--- src/hdl/bmm_pkg.sv ---
`timescale 1ns / 1ps

package bmm_pkg;

    localparam logic REQ_READ  = 1'b0;
    localparam logic REQ_WRITE = 1'b1;

    localparam logic [2:0]  CFG_ADDR_VARIANT = 3'd0;

    localparam logic [23:0] ADDR_PLAYER = 24'h300000;
    localparam logic [23:0] ADDR_COIN   = 24'h400000;
    localparam logic [23:0] ADDR_LATCH  = 24'h600000;
    localparam logic [23:0] ADDR_SCROLL = 24'h700000;
    localparam logic [23:0] ADDR_SOUND  = 24'ha00000;

    localparam logic [15:0] PROT_OFF_FOUR  = 16'h9e98;
    localparam logic [15:0] PROT_OFF_ZLO   = 16'h9e99;
    localparam logic [15:0] PROT_OFF_ZHI   = 16'h9e9b;
    localparam logic [15:0] PROT_VAL_FOUR  = 16'd4;
    localparam logic [15:0] UNMAPPED_WORD  = 16'hffff;
    localparam logic [8:0]  SCROLL_MASK    = 9'h1ff;

    localparam int WORK_DEPTH   = 32768;
    localparam int SPRITE_DEPTH = 2048;
    localparam int PAL_DEPTH    = 8192;
    localparam int TILE_DEPTH   = 16384;

    // floor(v * 255 / 31) for a 5-bit channel
    localparam logic [7:0] SCALE5_LUT [32] = '{
        8'd0,   8'd8,   8'd16,  8'd24,  8'd32,  8'd41,  8'd49,  8'd57,
        8'd65,  8'd74,  8'd82,  8'd90,  8'd98,  8'd106, 8'd115, 8'd123,
        8'd131, 8'd139, 8'd148, 8'd156, 8'd164, 8'd172, 8'd180, 8'd189,
        8'd197, 8'd205, 8'd213, 8'd222, 8'd230, 8'd238, 8'd246, 8'd255
    };

    typedef enum logic [3:0] {
        RGN_NONE,
        RGN_ROM,
        RGN_WORK,
        RGN_PLAYER,
        RGN_COIN,
        RGN_SPRITE,
        RGN_LATCH,
        RGN_SCROLL,
        RGN_PAL,
        RGN_TILE,
        RGN_SOUND
    } region_t;

    typedef enum logic [2:0] {
        SRC_FIXED,
        SRC_WORK,
        SRC_SPRITE,
        SRC_PAL,
        SRC_TILE
    } rd_src_t;

    typedef struct packed {
        region_t     region;
        logic        prot_hit;
        logic [15:0] prot_val;
    } decode_t;

    typedef struct packed {
        logic        req_type;
        logic [23:0] address;
        logic [15:0] write_data;
        logic [15:0] rom_word;
        logic        eeprom_data_out;
        logic [7:0]  sound_status;
        logic [15:0] player_word;
        logic [3:0]  coin_nibble;
    } req_t;

    typedef struct packed {
        logic [15:0] read_data;
        logic        eeprom_strobe;
        logic        eeprom_di;
        logic        eeprom_cs;
        logic        eeprom_clk;
        logic        sound_bank;
        logic        sound_write_strobe;
        logic [7:0]  sound_write_byte;
        logic [8:0]  scroll_value;
    } rsp_t;

    function automatic logic [23:0] rgb_of(input logic [15:0] v);
        rgb_of = {SCALE5_LUT[v[14:10]], SCALE5_LUT[v[9:5]], SCALE5_LUT[v[4:0]]};
    endfunction

endpackage

--- src/hdl/bmm_decode.sv ---
`timescale 1ns / 1ps

module bmm_decode (
    input  logic [23:0]      address,
    input  logic             variant,
    output bmm_pkg::decode_t dec
);

    import bmm_pkg::*;

    logic [15:0] off;

    assign off = address[15:0];

    always_comb
    begin
        dec.region   = RGN_NONE;
        dec.prot_hit = 1'b0;
        dec.prot_val = '0;
        if (address[23:20] == 4'h0)
        begin
            dec.region = RGN_ROM;
        end
        else if (address[23:16] == 8'h10)
        begin
            dec.region = RGN_WORK;
        end
        else if (address == ADDR_PLAYER)
        begin
            dec.region = RGN_PLAYER;
        end
        else if (address == ADDR_COIN)
        begin
            dec.region = RGN_COIN;
        end
        else if (address[23:12] == 12'h500)
        begin
            dec.region = RGN_SPRITE;
        end
        else if (address == ADDR_LATCH)
        begin
            dec.region = RGN_LATCH;
        end
        else if (address == ADDR_SCROLL)
        begin
            dec.region = RGN_SCROLL;
        end
        else if (address[23:14] == 10'h200)
        begin
            dec.region = RGN_PAL;
        end
        else if (address[23:15] == 9'h120)
        begin
            dec.region = RGN_TILE;
        end
        else if (address == ADDR_SOUND)
        begin
            dec.region = RGN_SOUND;
        end

        // protection words only exist on the second game
        if (variant && dec.region == RGN_WORK)
        begin
            if (off == PROT_OFF_FOUR)
            begin
                dec.prot_hit = 1'b1;
                dec.prot_val = PROT_VAL_FOUR;
            end
            else if (off inside {[PROT_OFF_ZLO:PROT_OFF_ZHI]})
            begin
                dec.prot_hit = 1'b1;
            end
        end
    end

endmodule

--- config.mk ---
export PLATFORM = sky130hd
export DESIGN_NAME = bmm_decode
export DESIGN_NICKNAME = d
export VERILOG_FILES = /design/src/hdl/bmm_pkg.sv /design/src/hdl/bmm_decode.sv
export SDC_FILE = /design/constraint.sdc
export NUM_CORES = 1
export LEC_CHECK = 0
export ABC_AREA = 0
export BUFFER_PORTS_ARGS = -buffer_cell sky130_fd_sc_hd__buf_2
export CORE_AREA = 2 2 39 41
export DETAILED_ROUTE_END_ITERATION = 10
export DIE_AREA = 0 0 41 43
export PLACE_DENSITY = 0.72
export SLEW_MARGIN = 20
export SYNTH_ARGS = -nofsm -noshare
export SYNTH_HDL_FRONTEND = slang
export SYNTH_SLANG_ARGS = --single-unit
export TNS_END_PERCENT = 20
--- constraint.sdc ---
create_clock -name vclk -period 2.95
set_input_delay 0.885 -clock vclk [all_inputs]
set_output_delay 0.885 -clock vclk [all_outputs]
set_load 0.005 [all_outputs]
==> After elaboration in Yosys (flattened, before gate mapping) <==
Index checks and enable logic that the tools add are counted.
{ "totals": {"ff_bits": 0, "in_bits": 25, "out_inout_bits": 21, "elab_cells": 30} }
{ "op_classes": {"n_lt_le_gt_ge": 2, "eq_ne": 11, "n_mux": 14, "reduce_logical": 3} }
{ "op_table": {"columns": ["cell", "n"], "rows": [
  ["$eq 24x23->1 const B", 3],
  ["$mux 4", 10],
  ["$eq 24x22->1 const B", 1],
  ["$eq 24x24->1 const B", 1],
  ["$mux 17", 1],
  ["$eq 16x16->1 const B", 1],
  ["$ge 16x16->1 const B", 1],
  ["$le 16x16->1 const B", 1],
  ["$eq 12x11->1 const B", 1],
  ["$eq 10x10->1 const B", 1],
  ["$eq 9x9->1 const B", 1],
  ["$eq 8x5->1 const B", 1],
  ["$eq 4x2->1 const B", 1],
  ["$logic_not 4->1", 1],
  ["$mux 3", 1],
  ["$logic_and 1x1->1", 2],
  ["$mux 1", 2]
]} }

==> Longest topological paths before layout <==
{ "logic_depth": {"depth_word": 14, "depth_mapped": 5} }

==> Worst setup path before layout <==
No wires, ideal clock.
{ "synth_timing": {"path_kind": "input to output", "from": "input port address[2]", "to": "output port dec[2] (netlist name)", "arrival_time_ns": 1.835, "t_required_ns": 2.065, "path_slack_ns": 0.230, "cell_stages": 4, "path_cell_list": "nor4_4 nand4_2 o31ai_4 and3_1"} }
{ "synth_lines": {"columns": ["item", "line_no", "source"], "rows": [
  ["start, declared", "bmm_decode.sv:4", "input logic [23:0] address,"],
  ["end, declared", "bmm_decode.sv:6", "output bmm_pkg::decode_t dec"]
]} }

==> results.toml <==
[floorplan]
core-area_um2 = 1380
die_area_um2 = 1760
placementRows = 14
chipWidth_um = 41
die_h_um = 43
start_util_pct = 27.6
io_pins = 46

[grt]
grt_max_degree = 10
grt_pass1_vias = 344
overflow = 0
grt_pass1_wl_um = 1330
grt_usage_pct = 10.1
antenna_found_initial = 0

[clock_tree]
hold_buffers = 0

[critical_path]
path_cells = "buf_6 -> nor4_4 -> nand4_4 -> o31ai_2 -> a32o_1 -> buf_2"
cp_slowest_stage_delay_ns = 0.34
worstPathMaxFanout = 4
cp-end-kind = "output port"
cp.arrival_ns = 2.03
startpoint_type = "primary input"
critPathSlowestCell = "nor4_4"
worstPathRequired_ns = 2.07
path_class = "in -> out"

[timing]
finalSetupViolCount = 0
fmax_mhz = 344
drv_slew = 0
period_minus_slack_ns = 2.91
whs_ns = 2.09
timing.setup.tns_ns = 0
finalHoldViolCount = 0
fin_crit_sh_pct = 98.7
rsz0062_at_grt = "yes"

[cells_and_area]
n_sequential_cell = 0
area_delta_synth_final_pct = 58.7
n_antenna_cell = 0
n_fill_cell = 142
regArea_um2 = 0
clkbuf_count = 0
final_nets = 113
finalInstanceArea_um2 = 606
drive_gt1_share_pct = 54.7
utilization_pct = 43.8

[placement]
io_buffers = 31
routabilityCongestion = 0.788
place_area_um2 = 523

[routing]
vias = 453
routed_wirelength_um = 942
ant_nets = 0
avgRoutedWirePerCell_um = 9.24
drtIter0Drc = 2
drtPass1Iterations = 2
drc = 0
routed_via_density = 4.44

[synthesis]
yosysUniqueCellTypes = 25
synthCells = 52
yosysSeqAreaShare_pct = 0
synth_area_um2 = 382
synth.avg_cell_area_um2 = 7.34
synth_warnings = 0

[pwr]
powerDensity_nw_per_um2 = 88.6
p_int_mw = 0.0258
seqPwrFrac_pct = 0
netSwitchingFraction_pct = 51.8
p_leak_nw = 0.297
peakVddDrop_mv = 0.0320
p_clk_share_pct = 0
p_comb_share_pct = 100.0
power_switching_mw = 0.0278

[run_status]
status = "finished, final reports clean"

[flow_run]
cap_violations = 0

[min_path]
holdCritPathClass = "in -> out"
==> timing repair <==
item                       4_1_cts  5_1_grt
setup endpoints to repair        4        4
pin swaps                        5        8
setup buffers                    1        0
resized for setup                6        9
==> power by group through the flow <==
stage / sequential, mW / combinational, mW / clock (mW)
6_report: 0 / 0.0536 / 0
5_1_grt: 0 / 0.0597 / 0
4_1_cts: 0 / 0.0498 / 0
3_5_place_dp: 0 / 0.0444 / 0
3_3_place_gp: 0 / 0.0431 / 0
2_1_floorplan: 0 / 0.0304 / 0
==> area by class of cell <==
| type | instances | area, µm² | share of cell area (%) |
|---|---|---|---|
| Multi-Input combinational cell | 48 | 357 | 58.9 |
| Inverter | 2 | 7.51 | 1.24 |
| Timing Repair Buffer | 36 | 221 | 36.6 |
| Tap cell | 16 | 20.0 | 3.31 |
==> cell families (layout without fill, tap and decap cells) <==
logic type | Yosys count | in the layout | synth area share, %
AND/OR/NAND/NOR | 25 | 25 | 48.9
buffers and inverters | 18 | 38 | 32.5
AO/OA/AOI/OAI | 8 | 8 | 17.7
other | 1 | 15 | 0.983
==> cells in the mapped netlist (all sizes together) (2+ instances only) <==
cell type,instances,area share (%)
buf,15,30
inv,2,2.0
nand2,3,3.0
nand3,2,2.6
nand4,3,6.6
nor2,5,4.9
nor4,4,16
o21ai,3,3.9
o31ai,3,9.5
==> per-layer routing <==
metal / share of wire, % / GRT usage, % / wire length, µm
met4: 0 / 2.67 / 0
met2: 59 / 18.4 / 553
met3: 7.1 / 0.524 / 67
met5: 0 / 0 / 0
met1: 34 / 11.7 / 322
==> worst paths after layout <==
path / end / from / cells after the start / slack (ns)
min: dec[19] / address[23] / 3 / 2.09
max: dec[17] / address[5] / 6 / 0.04
==> worst max-delay path: cells and delay by family <==
family,cells,cell delay [ns]
compound gates,2,0.42
buf+inv,2,0.21
simple gates,2,0.51
==> through the flow <==
step           setup WS, ns  std cells  total power, mW
5_1_grt             -0.0492        102           0.0597
6_report             0.0396        102           0.0536
2_1_floorplan         0.230         66           0.0304
3_3_place_gp        -0.0236        101           0.0431
4_1_cts            -0.00948        102           0.0498
3_5_place_dp        -0.0313        101           0.0444
==> layout by cell type, fill, tap and decap left out, types with 2 or more instances in the layout <==
master,count
buf_6,3
inv_1,2
nand4_1,2
nor2_1,5
conb_1,15
buf_2,27
buf_4,5
nand2_1,2
nor4_4,3
o21ai_0,3
o31ai_2,2
No activity file was read; power rests on OpenSTA's default activity.
